===== src/rtl/gpu_command_packet_processor_assert.svh =====
`ifndef GPU_COMMAND_PACKET_PROCESSOR_ASSERT_SVH
`define GPU_COMMAND_PACKET_PROCESSOR_ASSERT_SVH

// same-cycle implication, checked outside reset
`define CPP_ASSERT_HOLDS(label, clk, rstn, ante, cons) \
    label: assert property (@(posedge clk) disable iff (!(rstn)) (ante) |-> (cons)) \
        else $error("cpp assertion failed");

// next-cycle implication, checked outside reset
`define CPP_ASSERT_NEXT(label, clk, rstn, ante, cons) \
    label: assert property (@(posedge clk) disable iff (!(rstn)) (ante) |=> (cons)) \
        else $error("cpp assertion failed");

`endif


===== src/rtl/cpp_pkg.sv =====
package cpp_pkg;

    localparam int unsigned REG_COUNT_DEF  = 20480;
    localparam int unsigned RING_WORDS_DEF = 4096;

    // fixed widths of decoded header fields
    localparam int unsigned TGT_W = 15;
    localparam int unsigned POS_W = 12;

    // beat actions
    localparam logic [1:0] ACT_START = 2'd0;
    localparam logic [1:0] ACT_WORD  = 2'd1;
    localparam logic [1:0] ACT_READ  = 2'd2;

    // status codes
    localparam logic [1:0] ST_IDLE        = 2'd0;
    localparam logic [1:0] ST_SUCCESS     = 2'd1;
    localparam logic [1:0] ST_UNSUPPORTED = 2'd2;
    localparam logic [1:0] ST_INVALID     = 2'd3;

    // packet types
    localparam logic [1:0] PKT_TYPE0 = 2'd0;
    localparam logic [1:0] PKT_TYPE1 = 2'd1;
    localparam logic [1:0] PKT_TYPE2 = 2'd2;

    // draw opcodes and the registers feeding the draw color
    localparam logic [6:0]       DRAW_OP_A  = 7'h22;
    localparam logic [6:0]       DRAW_OP_B  = 7'h36;
    localparam logic [TGT_W-1:0] REG_SEED   = 15'h2001;
    localparam logic [TGT_W-1:0] REG_MASK   = 15'h2104;
    localparam logic [31:0]      MASK_EMPTY = 32'h0000_000F;
    localparam logic [7:0]       COLOR_BIAS = 8'h40;
    localparam logic [7:0]       ALPHA_FULL = 8'hFF;

    typedef struct packed {
        logic             en;
        logic [TGT_W-1:0] addr;
        logic [31:0]      data;
    } wr_t;

    typedef struct packed {
        logic [1:0]       status;
        logic             done;
        logic             draw_done;
        logic [31:0]      draw_color;
        logic [31:0]      packets;
        logic [31:0]      writes;
        logic [31:0]      draws;
        logic [6:0]       opcode;
        logic [POS_W-1:0] fault_pos;
    } res_t;

endpackage


===== src/rtl/cpp_parser.sv =====
module cpp_parser #(
    parameter int unsigned REG_COUNT  = cpp_pkg::REG_COUNT_DEF,
    parameter int unsigned RING_WORDS = cpp_pkg::RING_WORDS_DEF
) (
    input  logic          aclk,
    input  logic          aresetn,
    input  logic          fire,
    input  logic [1:0]    action,
    input  logic [31:0]   word,
    input  logic [15:0]   length,
    output cpp_pkg::res_t result,
    output cpp_pkg::wr_t  wr
);
    import cpp_pkg::*;

    localparam int unsigned RW = $clog2(RING_WORDS + 1);

    typedef enum logic [2:0] {
        PH_IDLE,
        PH_HEADER,
        PH_BURST,
        PH_PAIR_A,
        PH_PAIR_B,
        PH_DRAW
    } phase_t;

    phase_t           phase_reg, phase_next;
    logic [RW-1:0]    rem_reg, rem_next, rem_dec;
    logic [POS_W-1:0] pos_reg, pos_next;
    logic [POS_W-1:0] hdr_reg, hdr_next;
    logic [14:0]      pl_reg, pl_next, pl_dec;
    logic [TGT_W-1:0] tgt_reg, tgt_next;
    logic             single_reg, single_next;
    logic [10:0]      sec_reg, sec_next;
    logic [1:0]       status_reg, status_next;
    logic [31:0]      packets_reg, packets_next;
    logic [31:0]      writes_reg, writes_next;
    logic [31:0]      draws_reg, draws_next;
    logic [6:0]       op_reg, op_next;
    logic [POS_W-1:0] fault_reg, fault_next;
    logic [31:0]      seed_reg, mask_reg;

    logic             done, draw_done;
    logic [31:0]      draw_color;
    logic             fault;
    logic [1:0]       fault_code;
    logic [1:0]       hdr_type;
    logic [14:0]      count;
    logic [TGT_W-1:0] base;
    logic [5:0]       prim;
    logic [6:0]       op;
    logic [31:0]      mask_val, seed;
    logic             tgt_bad, t0_bad;

    assign hdr_type = word[31:30];
    assign count    = {1'b0, word[29:16]} + 15'd1;
    assign base     = word[TGT_W-1:0];
    assign op       = word[14:8];
    assign prim     = word[5:0];
    assign rem_dec  = rem_reg - RW'(1);
    assign pl_dec   = pl_reg - 15'd1;
    assign mask_val = (mask_reg != 32'd0) ? mask_reg : MASK_EMPTY;
    assign seed     = seed_reg ^ mask_val ^ word;
    assign tgt_bad  = 17'(tgt_reg) >= 17'(REG_COUNT);

    // type 0: payload past the end, base out of range, or burst running off the file
    assign t0_bad = (16'(count) > 16'(rem_dec)) || (17'(base) >= 17'(REG_COUNT))
                  || (!word[15] && (17'(count) + 17'(base) > 17'(REG_COUNT)));

    always_comb begin
        phase_next   = phase_reg;
        rem_next     = rem_reg;
        pos_next     = pos_reg;
        hdr_next     = hdr_reg;
        pl_next      = pl_reg;
        tgt_next     = tgt_reg;
        single_next  = single_reg;
        sec_next     = sec_reg;
        status_next  = status_reg;
        packets_next = packets_reg;
        writes_next  = writes_reg;
        draws_next   = draws_reg;
        op_next      = op_reg;
        fault_next   = fault_reg;
        done         = 1'b0;
        draw_done    = 1'b0;
        draw_color   = '0;
        fault        = 1'b0;
        fault_code   = ST_INVALID;
        wr.en        = 1'b0;
        wr.addr      = tgt_reg;
        wr.data      = word;

        case (action)
            ACT_START: begin
                if (17'(length) > 17'(RING_WORDS)) begin
                    status_next = ST_INVALID;
                    phase_next  = PH_IDLE;
                    rem_next    = '0;
                    pl_next     = '0;
                    done        = 1'b1;
                end else if (length == 16'd0) begin
                    status_next = ST_SUCCESS;
                    phase_next  = PH_IDLE;
                    rem_next    = '0;
                    pl_next     = '0;
                    done        = 1'b1;
                end else begin
                    rem_next   = length[RW-1:0];
                    pos_next   = '0;
                    hdr_next   = '0;
                    pl_next    = '0;
                    phase_next = PH_HEADER;
                end
            end
            ACT_WORD: begin
                if (phase_reg != PH_IDLE && rem_reg != '0) begin
                    rem_next = rem_dec;
                    pos_next = pos_reg + POS_W'(1);
                    case (phase_reg)
                        PH_HEADER: begin
                            hdr_next     = pos_reg;
                            packets_next = packets_reg + 32'd1;
                            if (word != 32'd0 && hdr_type != PKT_TYPE2) begin
                                if (hdr_type == PKT_TYPE0) begin
                                    if (t0_bad) begin
                                        fault = 1'b1;
                                    end else begin
                                        tgt_next    = base;
                                        single_next = word[15];
                                        pl_next     = count;
                                        phase_next  = PH_BURST;
                                    end
                                end else if (hdr_type == PKT_TYPE1) begin
                                    if (16'(rem_dec) < 16'd2) begin
                                        fault = 1'b1;
                                    end else begin
                                        tgt_next   = TGT_W'(word[10:0]);
                                        sec_next   = word[21:11];
                                        phase_next = PH_PAIR_A;
                                    end
                                end else begin
                                    if (16'(count) > 16'(rem_dec)) begin
                                        fault = 1'b1;
                                    end else begin
                                        op_next = op;
                                        if (!(op inside {DRAW_OP_A, DRAW_OP_B})) begin
                                            fault      = 1'b1;
                                            fault_code = ST_UNSUPPORTED;
                                        end else begin
                                            pl_next    = count;
                                            phase_next = PH_DRAW;
                                        end
                                    end
                                end
                            end
                        end
                        PH_BURST: begin
                            if (tgt_bad) begin
                                fault = 1'b1;
                            end else begin
                                wr.en       = 1'b1;
                                writes_next = writes_reg + 32'd1;
                                if (!single_reg) begin
                                    tgt_next = tgt_reg + TGT_W'(1);
                                end
                                pl_next = pl_dec;
                                if (pl_dec == 15'd0) begin
                                    phase_next = PH_HEADER;
                                end
                            end
                        end
                        PH_PAIR_A: begin
                            if (tgt_bad) begin
                                fault = 1'b1;
                            end else begin
                                wr.en       = 1'b1;
                                writes_next = writes_reg + 32'd1;
                                phase_next  = PH_PAIR_B;
                            end
                        end
                        PH_PAIR_B: begin
                            wr.en       = 1'b1;
                            wr.addr     = TGT_W'(sec_reg);
                            writes_next = writes_reg + 32'd1;
                            phase_next  = PH_HEADER;
                        end
                        PH_DRAW: begin
                            pl_next = pl_dec;
                            if (pl_dec == 15'd0) begin
                                if (!(prim inside {[6'd1:6'd15]})) begin
                                    fault      = 1'b1;
                                    fault_code = ST_UNSUPPORTED;
                                end else begin
                                    draw_color = {COLOR_BIAS + {1'b0, seed[6:0]},
                                                  COLOR_BIAS + {1'b0, seed[13:7]},
                                                  COLOR_BIAS + {1'b0, seed[20:14]},
                                                  ALPHA_FULL};
                                    draws_next = draws_reg + 32'd1;
                                    draw_done  = 1'b1;
                                    phase_next = PH_HEADER;
                                end
                            end
                        end
                        default: begin
                        end
                    endcase

                    if (fault) begin
                        fault_next  = hdr_next;
                        status_next = fault_code;
                        phase_next  = PH_IDLE;
                        rem_next    = '0;
                        pl_next     = '0;
                    end

                    if (phase_next == PH_IDLE) begin
                        done = 1'b1;
                    end else if (phase_next == PH_HEADER && rem_dec == '0) begin
                        status_next = ST_SUCCESS;
                        phase_next  = PH_IDLE;
                        rem_next    = '0;
                        pl_next     = '0;
                        done        = 1'b1;
                    end
                end
            end
            default: begin
            end
        endcase
    end

    always_ff @(posedge aclk) begin
        if (!aresetn) begin
            phase_reg   <= PH_IDLE;
            rem_reg     <= '0;
            pos_reg     <= '0;
            hdr_reg     <= '0;
            pl_reg      <= '0;
            tgt_reg     <= '0;
            single_reg  <= 1'b0;
            sec_reg     <= '0;
            status_reg  <= ST_IDLE;
            packets_reg <= '0;
            writes_reg  <= '0;
            draws_reg   <= '0;
            op_reg      <= '0;
            fault_reg   <= '0;
            seed_reg    <= '0;
            mask_reg    <= '0;
        end else if (fire) begin
            phase_reg   <= phase_next;
            rem_reg     <= rem_next;
            pos_reg     <= pos_next;
            hdr_reg     <= hdr_next;
            pl_reg      <= pl_next;
            tgt_reg     <= tgt_next;
            single_reg  <= single_next;
            sec_reg     <= sec_next;
            status_reg  <= status_next;
            packets_reg <= packets_next;
            writes_reg  <= writes_next;
            draws_reg   <= draws_next;
            op_reg      <= op_next;
            fault_reg   <= fault_next;
            // shadow copies of the two color registers
            if (wr.en && wr.addr == REG_SEED) begin
                seed_reg <= wr.data;
            end
            if (wr.en && wr.addr == REG_MASK) begin
                mask_reg <= wr.data;
            end
        end
    end

    assign result.status     = status_next;
    assign result.done       = done;
    assign result.draw_done  = draw_done;
    assign result.draw_color = draw_color;
    assign result.packets    = packets_next;
    assign result.writes     = writes_next;
    assign result.draws      = draws_next;
    assign result.opcode     = op_next;
    assign result.fault_pos  = fault_next;

endmodule


===== config.mk =====
export PLATFORM = sky130hd
export DESIGN_NAME = cpp_parser
export DESIGN_NICKNAME = d
export VERILOG_FILES = /design/src/rtl/gpu_command_packet_processor_assert.svh /design/src/rtl/cpp_pkg.sv /design/src/rtl/cpp_parser.sv
export SDC_FILE = /design/constraint.sdc
export NUM_CORES = 1
export LEC_CHECK = 0
export ABC_AREA = 1
export ABC_CLOCK_PERIOD_IN_PS = 7500
export BUFFER_PORTS_ARGS = -buffer_cell sky130_fd_sc_hd__buf_2
export CAP_MARGIN = 15
export CORE_UTILIZATION = 59
export CTS_CLUSTER_SIZE = 25
export DETAILED_ROUTE_END_ITERATION = 8
export GPL_TIMING_DRIVEN = 0
export MAX_ROUTING_LAYER = met4
export PLACE_DENSITY = 0.91
export SLEW_MARGIN = 20
export SYNTH_ARGS = -nofsm -noshare
export SYNTH_HDL_FRONTEND = slang
export SYNTH_SLANG_ARGS = --single-unit

===== constraint.sdc =====
create_clock -name aclk -period 7.5 [get_ports aclk]
set_clock_uncertainty 0.05 [all_clocks]
set_input_delay 1.875 -clock aclk [delete_from_list [all_inputs] [get_ports aclk]]
set_output_delay 1.875 -clock aclk [all_outputs]
set_load 0.005 [all_outputs]

Word-level counts from Yosys, hierarchy flattened

Index checks and enable logic that the tools add are counted.

Word-level logic and storage cells: 223
Output and inout bits: 199
Input bits: 53
Register bits: 252

$add $sub $neg: 12
Multiplexer cells: 129
Eq/ne operators: 22
Magnitude comparators: 8
Reductions and logical operators: 31
Bitwise operators: 5

Operators with widths:

| cell                  | number |
|---|---|
| $mux 32               | 16 |
| $mux 15               | 19 |
| $add 32x1->32 const B | 3 |
| $mux 12               | 8 |
| $mux 13               | 6 |
| $pmux 32 s2           | 1 |
| $reduce_bool 32->1    | 2 |
| $pmux 15 s2           | 2 |
| $mux 3                | 18 |
| $mux 7                | 7 |
| $pmux 12 s2           | 2 |
| $pmux 15 s3           | 1 |
| $xor 21x21->21        | 2 |
| $mux 1                | 32 |
| $mux 16               | 2 |
| $eq 15x14->1 const B  | 2 |
| $ge 15x15->1 const B  | 2 |
| $pmux 13 s2           | 1 |
| $add 7x7->8 const A   | 3 |
| $mux 21               | 1 |
| $add 15x15->16        | 1 |
| $gt 16x13->1 const B  | 1 |
| $gt 16x15->1 const B  | 1 |
| $logic_not 16->1      | 1 |
| 40 further kinds      | 73 |

Logic depth before layout (Yosys ltp)

Gate-level depths: netlist (run 1).

Depth in word-level cells: 20
Mapped depth: 35

Least setup slack after synthesis (run 1)

OpenSTA, ideal clock, no wires.

Kind: input to output
Start: in word[17]
End: out result[149] (netlist bit)
Arrival time: 5.093 ns
Stages on the path: 26
Path slack: 0.482 ns
Path through: inv_2 -> nor3_2 -> nand3_2 -> nor4_1 -> xor2_1 -> inv_1 -> ha_1 -> nand2_1 -> inv_1 -> a21oi_1 -> nor2_1 -> nor2_1 -> nand2_1 -> nand2_1 -> nand3_1 -> nor2_1 -> nand3_1 -> nand2_2 -> nand3_2 -> nand3_2 -> nand2_4 -> nor3_1 -> nand3_2 -> nand2_1 -> nand2_1 -> nand3_1

RTL lines:

| item        | line             | source |
|---|---|---|
| from (decl) | cpp_parser.sv:9  | `input logic [31:0] word,` |
| to (decl)   | cpp_parser.sv:11 | `output cpp_pkg::res_t result,` |

Worst setup path in the final report (run 1)

Start: in word[16]
End: out result[148] (netlist bit)

Cells in the longest elaborated chain, start to end: 20
Elaborated cells on any way between the ends: 33

Ends and longest elaborated chain:

| item              | line              | source |
|---|---|---|
| $add 14x1->15     | cpp_parser.sv:56  | `assign count = {1'b0, word[29:16]} + 15'd1;` |
| $add 15x15->16    | cpp_parser.sv:68  | `\|\| (!word[15] && (17'(count) + 17'(base) > 17'(REG_COUNT)));` |
| $gt 16x15->1      | cpp_parser.sv:68  |  |
| $logic_and 1x1->1 | cpp_parser.sv:68  |  |
| $logic_or 1x1->1  | cpp_parser.sv:68  |  |
| $mux 1            | cpp_parser.sv:126 | `if (t0_bad) begin` |
| $mux 1            | cpp_parser.sv:125 | `if (hdr_type == PKT_TYPE0) begin` |
| $mux 1            | cpp_parser.sv:124 | `if (word != 32'd0 && hdr_type != PKT_TYPE2) begin` |
| (+4 left out)     | -                 |  |
| $mux 3 (*)        | cpp_parser.sv:117 | `if (phase_reg != PH_IDLE && rem_reg != '0) begin` |
| $mux 3 (*)        | cpp_parser.sv:94  | `case (action)` |
| $eq 3x1->1        | cpp_parser.sv:219 | `end else if (phase_next == PH_HEADER && rem_dec == '0) begin` |
| $logic_and 1x1->1 | cpp_parser.sv:219 |  |
| $mux 1            | cpp_parser.sv:219 |  |
| $mux 1 (*)        | cpp_parser.sv:217 | `if (phase_next == PH_IDLE) begin` |
| $mux 1 (*)        | cpp_parser.sv:117 |  |
| $pmux 1 s2 (*)    | cpp_parser.sv:94  |  |

Every way passes the cells marked *; elsewhere a longest branch is shown, timed or not. The select of a mux whose other input is x is not followed.

==> results of run 1 <==
[critical path: cells and delay by family]
kind,cells,cell delay (ns)
adders and majority gates,2,0.40
buffers and inverters,9,1.14
and+or+nand+nor,27,2.77
[cell usage in the layout, fill, tap and decap left out, types with 35 or more instances in the layout]
| cell type | synthesis | routed |
|---|---|---|
| a21oi_1 | 240 | 232 |
| buf_2 | 16 | 260 |
| buf_4 | 46 | 97 |
| clkbuf_1 | 81 | 81 |
| dfxtp_1 | 252 | 252 |
| ha_1 | 43 | 35 |
| inv_1 | 390 | 383 |
| nand2_1 | 396 | 360 |
| nand3_1 | 104 | 93 |
| nand4_1 | 57 | 57 |
| nor2_1 | 312 | 300 |
| nor3_1 | 47 | 44 |
| o21ai_0 | 236 | 233 |
| xor2_1 | 116 | 110 |
[routing by layer]
layer / vias up / wire, um / part of all wire
met5: - / 0 / 0
met4: 0 / 6330 / 0.090
met3: 657 / 10500 / 0.15
met2: 1868 / 29800 / 0.42
met1: 9648 / 23800 / 0.34
li1: 9298 / - / -
[cells in the mapped netlist (2+ instances only)]
master       n  share of area
a21o_1       5         0.0022
nand3b_1     2        0.00087
o21bai_1     3         0.0013
o21ai_0    236          0.068
nor3_2       4         0.0023
o2111ai_1   11         0.0056
dfxtp_1    252           0.29
nand2_1    396          0.086
o211ai_1    12         0.0052
nand3_1    104          0.030
a31oi_1     10         0.0036
nor2_4       3         0.0020
o21a_1       3         0.0013
inv_2       21         0.0046
nand4_1     57          0.021
buf_2       16         0.0046
nor3b_1      5         0.0022
nand2_2      3         0.0011
a211oi_2    33          0.024
buf_4       46          0.020
a21oi_1    240          0.070
nor3_1      47          0.014
ha_1        43          0.031
xnor2_1     29          0.015
nor4_1      35          0.013
nor2_2       5         0.0018
nor2_8       2         0.0023
inv_1      390          0.085
nor2_1     312          0.068
nand3_2      4         0.0023
buf_1        5         0.0011
and2_1       2        0.00072
buf_6        3         0.0020
or2_1        2        0.00072
o22ai_1     13         0.0047
a211oi_1    30          0.013
o21ai_1     11         0.0032
clkinv_1     5         0.0011
nand2_4      3         0.0020
nor4_2       3         0.0022
a22oi_1      6         0.0026
clkbuf_1    81          0.018
a31o_2       2         0.0010
a221oi_1     3         0.0015
xor2_1     116          0.059
[power groups by stage]
| stage | clock (mW) | sequential (mW) | combinational [mW] |
|---|---|---|---|
| final | 1.56 | 1.43 | 0.748 |
| after global routing | 1.60 | 1.43 | 0.794 |
| after CTS | 1.53 | 1.43 | 0.621 |
| after detailed placement | 0 | 1.46 | 0.589 |
| after global placement | 0 | 1.45 | 0.569 |
| after floorplan | 0 | 1.45 | 0.383 |
[cells by family (layout without fill, tap and decap cells)]
kind of cell    count (synthesis)  in the layout  synth area share
flops                         252            252             0.292
other cells                     0              4                 0
fa+ha+maj                      44             44            0.0323
xor+xnor                      146            146            0.0745
compound gates                624            624             0.211
simple gates                  994            994             0.255
buf+inv                       567            937             0.136
[what timing repair did]
item                                    4_1_cts  5_1_grt
resized for setup                            64      143
endpoints found under the hold margin         0        0
gates cloned                                  0        2
endpoints found under the setup margin       17       17
pin swaps                                    25       59
setup buffers                                40       29
[cell type report]
type,count,area share
Antenna cell,4,0.000465
Sequential cell,252,0.234
Tap cell,384,0.0223
Timing Repair Buffer,319,0.0898
Clock inverter,21,0.0134
Inverter,416,0.0743
Clock buffer,31,0.0345
Multi-Input combinational cell,1808,0.494
Buffer,150,0.0368
[worst max-delay path by stage]
stage	startpoint	to	slack, ns	cells past startpoint
3_3_place_gp	word[16]	result[149]	-0.70	28
5_1_grt	word[16]	result[148]	-0.68	38
2_1_floorplan	word[17]	result[149]	0.48	26
6_report	word[16]	result[148]	-0.65	38
4_1_cts	word[18]	result[148]	0.003	30
3_5_place_dp	word[16]	result[149]	-0.91	28
[metrics by stage]
stage / power (mW) / util
floorplan: 1.83 / -
global placement: 2.02 / 0.660
detailed placement: 2.04 / 0.660
CTS: 3.58 / 0.716
global route: 3.83 / 0.748
finish: 3.74 / 0.748
==> tab_implementation.tex, run 1 <==
\begin{tabular}{lr}
\hline
Metric & Value \\
\hline
\multicolumn{2}{l}{\textbf{Run status}} \\
Result of the run & finished with violations \\
Failing checks & DRC, setup timing \\
\multicolumn{2}{l}{\textbf{Worst setup path}} \\
Length in cells of the worst reg-to-reg path & 49 \\
Arr. time, crit path & 6.22 ns \\
Worst Path Max Fanout & 5 \\
Type of origin of the critical path & input port \\
Crit. End Element & output port \\
FF-to-FF Start & rem\_reg[0]\$\_SDFFE\_PN0P\_ \\
Worst stage delay on the critical path & 0.24 ns \\
Required time of the worst setup path & 5.58 ns \\
Crit Path Category & in -> out \\
Cell with the biggest individual delay on the critical path & ha\_4 \\
Worst reg2reg path endpoint & phase\_reg[0]\$\_SDFFE\_PN0P\_ \\
Slack of the worst reg-to-reg path & 0.90 ns \\
\multicolumn{2}{l}{\textbf{CTS}} \\
Number of buffers inserted by hold repair at cts & 0 \\
CTS tree & yes \\
Clock input transition at the sequential cells of the worst setup and hold paths & 0.07 ns \\
Clk Tree Root Cell & clkbuf\_16 \\
Number of CTS-inserted buffers & 28 \\
Clock latency on the worst-skew pair & roughly 0.58 ns \\
H-tree levels & 1 \\
Num Clock Sinks & approximately 250 \\
Max Root-Sink Buffers & 3 \\
\multicolumn{2}{l}{\textbf{Hold path}} \\
WHS Endpoint & pl\_reg[1]\$\_SDFFE\_PN0P\_ \\
Type of the tightest min-delay check & reg -> reg \\
Hold-critical path depth & 2 \\
Hold Path Origin & pl\_reg[1]\$\_SDFFE\_PN0P\_ \\
\multicolumn{2}{l}{\textbf{Die}} \\
Die span in y & 173 um \\
Count of pins on the block boundary & about 250 \\
Initial core utilization & 0.600 \\
Die Outline Area & 0.0299 mm2 \\
Rows & 62 \\
Die boundary width & 173 um \\
Area of the core & 0.0288 mm2 \\
\multicolumn{2}{l}{\textbf{Global route}} \\
Grt total ovfl & 0 \\
Global routing usage on met1 & 0.478 \\
Grt met2 use & 0.633 \\
Global-route usage over all layers & 0.407 \\
Largest net degree at the start of global routing & 16 \\
Number of global-route vias before repair & 18.8k \\
Grt peak-use layer & met2 \\
Met3 Resource Use GR & 0.0886 \\
Antenna violations before repair & 4 \\
Wire length of the first global-routing pass & around 96000 um \\
\multicolumn{2}{l}{\textbf{Logic synthesis}} \\
Commonest register cell after synthesis & dfxtp\_1 \\
Mapped Nets & 2724 \\
Count of flip-flops with a built-in enable after synthesis & 0 \\
Cells after synthesis & approximately 2.6k \\
Number of distinct library cells after synthesis & 58 \\
Cell area after synthesis & about 0.017 mm2 \\
Post-synthesis register bit count & 252 \\
Syn\_area\_per\_cell & 6.57 um2 \\
FFs w/ async S/R, synth & 0 \\
Share of synthesized area occupied by flip-flops and latches & 0.292 \\
Warnings from Yosys & 0 \\
\multicolumn{2}{l}{\textbf{STA}} \\
Final-report setup violation count & 16 \\
Headroom to the max-slew limit & 0.0191 \\
Final count of pins violating max slew & 0 \\
Period Utilization, post-route & 1.09 \\
Slew at the pin closest to its max-slew limit & roughly 1.5 ns \\
Clock period minus worst slack & 8.15 ns \\
Number of hold violations in the final report & 0 \\
Max Freq & 0.123 GHz \\
Total negative slack & -4.68 ns \\
Unrepaired setup endpoints after global routing & yes \\
Post-route worst setup slack & -0.648 ns \\
Post-Route Hold Slack & 0.447 ns \\
\multicolumn{2}{l}{\textbf{Power}} \\
Clk network pwr share & 0.418 \\
Proportion of power drawn by flip-flops and latches & 0.382 \\
Design internal power & 2.54 mW \\
Net switching share of the total power & 0.323 \\
Max VDD drop & 0.000156 V \\
Leak pwr & between 10 and 15 nW \\
Switch Pwr & $\sim$1.2 mW \\
Ratio of total power to cell area & 174 mW/mm2 \\
Share of total power in combinational logic & 0.200 \\
\multicolumn{2}{l}{\textbf{Detailed routing}} \\
DRT iter0 DRCs & 3435 \\
Ratio of routed vias to standard cells & roughly 6.3 \\
Number of search-and-repair iterations in the first detailed-routing pass & 9 \\
DRC violations left & 138 \\
Total length of routed wires & 70400 um \\
Remaining antenna violation count & 0 \\
Detail-routed net length per standard cell & roughly 21 um \\
Number of vias after detailed routing & 21.5k \\
\multicolumn{2}{l}{\textbf{Job}} \\
Max Cap Viol & 0 \\
\multicolumn{2}{l}{\textbf{Layout}} \\
Layout Cell Area excl Fill & 0.0215 mm2 \\
Area of combinational cells with multiple inputs & about 0.011 mm2 \\
Proportion of layout cells with a drive suffix above 1 & 0.210 \\
Filler cell count & 1962 \\
Final \#Nets & 3072 \\
Layout Cells excl Fill & 3385 \\
Layout-stage area growth over the synthesis result & 24.7\% \\
Register Area & 0.00504 mm2 \\
\multicolumn{2}{l}{\textbf{Placement}} \\
Count of input and output buffers & 249 \\
Cell area after placement & 0.0190 mm2 \\
Estimated wirelength of the detail-placed design & $\sim$44000 um \\
Post-Place Setup Slack & -0.906 ns \\
Final Wtd Congestion & 1.04 \\
Placed cell count & 3260 \\
\hline
\end{tabular}
Power figures use the tool's default switching activity.
==> run 2, diff against run 1 <==
Settings changed: CORE_UTILIZATION 59 to 50, PLACE_DENSITY 0.91 to 0.8.
==> run 2 against run 1 <==
Net effect: first-iteration DRC count shrank 42%; final area shrank 4.0%; critical endpoint is now result[150]; clock-buffer cell count grew 7; sequential power is essentially flat; global-route usage shrank 7.0 points; the flow now finishes without violations; die area grew 18%; register-to-register slack gained 2.0 ns; non-clock buffer count shrank 49; largest cell class unchanged; combinational power shrank 12%.
==> tab_implementation.tex, run 2 (synthesis results as in run 1) <==
\begin{tabular}{lr}
\hline
Metric & Value \\
\hline
\multicolumn{2}{l}{\textbf{Detailed routing}} \\
DRT iter0 DRCs & 2009 (was 3435) \\
Ratio of routed vias to standard cells & 5.67 (was 6.34) \\
Number of search-and-repair iterations in the first detailed-routing pass & 6 (was 9) \\
Number of vias after detailed routing & 19.3k (was 21.5k) \\
Detail-routed net length per standard cell & 17.8 um (was 20.8 um) \\
Total length of routed wires & 60400 um (was 70400 um) \\
Remaining antenna violation count & 0 (unchanged) \\
DRC violations left & 0 (was 138) \\
\multicolumn{2}{l}{\textbf{Die}} \\
Die boundary width & 188 um (was 173 um) \\
Die Outline Area & 0.0353 mm2 (was 0.0299 mm2) \\
Rows & 67 (was 62) \\
Initial core utilization & 0.511 (was 0.600) \\
Die span in y & 188 um (was 173 um) \\
Count of pins on the block boundary & 252 (unchanged) \\
Area of the core & 0.0338 mm2 (was 0.0288 mm2) \\
\multicolumn{2}{l}{\textbf{STA}} \\
Post-Route Hold Slack & 0.403 ns (was 0.447 ns) \\
Unrepaired setup endpoints after global routing & yes (unchanged) \\
Clock period minus worst slack & 7.40 ns (was 8.15 ns) \\
Final-report setup violation count & 0 (was 16) \\
Final count of pins violating max slew & 0 (unchanged) \\
Period Utilization, post-route & 0.987 (was 1.09) \\
Max Freq & 0.135 GHz (was 0.123 GHz) \\
Headroom to the max-slew limit & 0.197 (was 0.0191) \\
Slew at the pin closest to its max-slew limit & 1.20 ns (was 1.46 ns) \\
Number of hold violations in the final report & 0 (unchanged) \\
\multicolumn{2}{l}{\textbf{Layout}} \\
Proportion of layout cells with a drive suffix above 1 & 0.184 (was 0.210) \\
Layout Cells excl Fill & 3398 (was 3385) \\
Final \#Nets & 3024 (was 3072) \\
Most frequent standard cell in the layout excluding fill and tap cells & inv\_1 (unchanged) \\
Leading cell types in the layout, fill and taps excluded & inv\_1, nand2\_1, nor2\_1 (unchanged) \\
Filler cell count & 3153 (was 1962) \\
Layout-stage area growth over the synthesis result & 19.7\% (was 24.7\%) \\
\multicolumn{2}{l}{\textbf{Worst setup path}} \\
Worst stage delay on the critical path & 0.29 ns (was 0.24 ns) \\
Type of origin of the critical path & input port (unchanged) \\
Crit. End Element & output port (unchanged) \\
Required time of the worst setup path & 5.58 ns (about the same) \\
Worst setup path start & word[20] (was word[16]) \\
Crit Path Category & in -> out (unchanged) \\
Arr. time, crit path & 5.48 ns (was 6.22 ns) \\
Cell occurring most often along the worst timing path & nand2\_1 \\
FF-to-FF Start & rem\_reg[0]\$\_SDFFE\_PN0P\_ (unchanged) \\
Worst Path Max Fanout & 8 (was 5) \\
Cell with the biggest individual delay on the critical path & ha\_4 (unchanged) \\
\multicolumn{2}{l}{\textbf{CTS}} \\
CTS tree & yes (unchanged) \\
Clock input transition at the sequential cells of the worst setup and hold paths & 0.06 ns (was 0.07 ns) \\
Clk Tree Root Cell & clkbuf\_16 (unchanged) \\
Max Root-Sink Buffers & 3 (unchanged) \\
Num Clock Sinks & 252 (unchanged) \\
Number of CTS-inserted buffers & 29 (was 28) \\
H-tree levels & 1 (unchanged) \\
Clock latency on the worst-skew pair & 0.56 ns (was 0.58 ns) \\
\multicolumn{2}{l}{\textbf{Placement}} \\
Placed cell count & 3324 (was 3260) \\
Final Wtd Congestion & 0.970 (was 1.04) \\
Count of input and output buffers & 249 (unchanged) \\
Estimated wirelength of the detail-placed design & 46300 um (was 44400 um) \\
\multicolumn{2}{l}{\textbf{Run status}} \\
Result of the run & complete, no violations (was finished with violations) \\
\multicolumn{2}{l}{\textbf{Hold path}} \\
Hold Path Origin & single\_reg\$\_SDFFE\_PN0P\_ (was pl\_reg[1]\$\_SDFFE\_PN0P\_) \\
Type of the tightest min-delay check & reg -> reg (unchanged) \\
\multicolumn{2}{l}{\textbf{Global route}} \\
Grt total ovfl & 0 (unchanged) \\
Global-route usage over all layers & 0.337 (was 0.407) \\
Wire length of the first global-routing pass & 93700 um (was 95900 um) \\
Number of global-route vias before repair & 17.8k (was 18.8k) \\
Largest net degree at the start of global routing & 15 (was 16) \\
Antenna violations before repair & 1 (was 4) \\
\multicolumn{2}{l}{\textbf{Job}} \\
Max Cap Viol & 0 (unchanged) \\
\multicolumn{2}{l}{\textbf{Power}} \\
Max VDD drop & 0.000164 V (was 0.000156 V) \\
Ratio of total power to cell area & 168 mW/mm2 (was 174 mW/mm2) \\
Leak pwr & 9.68 nW (was 10.1 nW) \\
\hline
\end{tabular}
-- run 2: timing repair --
action                     4_1_cts  5_1_grt
buffers inserted                15        6
pin swaps                       18       33
gates resized for setup         57       59
hold buffers                     0        0
setup endpoints to repair       15       17
-- run 2: final timing paths --
check                                                end  cells past startpoint  slack [ns]
worst max register to register  tgt_reg[11]$_SDFFE_PN0P_                     24        2.93
worst max-delay path                         result[150]                     28         0.1
worst min-delay path             single_reg$_SDFFE_PN0P_                      2        0.40
worst min register to register   single_reg$_SDFFE_PN0P_                      2        0.40
-- run 2: through the flow --
step           utilization  total power, mW  setup TNS (ns)  setup WS (ns)  cell area [um2]
6_report             0.612             3.48               0         0.0970            20700
5_1_grt              0.612             3.60          -0.710         -0.206            20700
4_1_cts              0.603             3.45               0        0.00525            20400
3_5_place_dp         0.564             2.05           -8.96         -0.765            19100
3_3_place_gp         0.564             2.04           -8.11         -0.711            19100
2_1_floorplan            -             1.83               0          0.482            17300
-- run 2: final cells by class --
type | count | area (um2) | area share
Multi-Input combinational cell | 1808 | 10300 | 0.500
Sequential cell | 252 | 5040 | 0.244
Inverter | 416 | 1580 | 0.0766
Timing Repair Buffer | 270 | 1440 | 0.0696
Clock buffer | 38 | 800 | 0.0387
Buffer | 150 | 787 | 0.0381
Tap cell | 448 | 561 | 0.0271
Clock inverter | 15 | 124 | 0.00599
Antenna cell | 1 | 2.50 | 0.000121
-- run 2: power breakdown --
group / switching [mW] / internal, mW / total (mW)
logic: 0.433 / 0.225 / 0.658
registers: 0.0412 / 1.39 / 1.43
clock network: 0.605 / 0.786 / 1.39
total: 1.08 / 2.40 / 3.48
-- run 2: critical path, delay by kind of cell --
family | cells | cell delay, ns
xor+xnor | 1 | 0.23
fa+ha+maj | 1 | 0.29
buf+inv | 4 | 0.58
simple gates | 22 | 2.46
-- run 2: routing by layer --
metal  track usage  up-vias  share of wire
li1              -     9183              -
met1         0.421     8986           0.41
met2         0.538      906           0.46
met3        0.0545      181          0.089
met4         0.139        0          0.047
met5             -        -              0
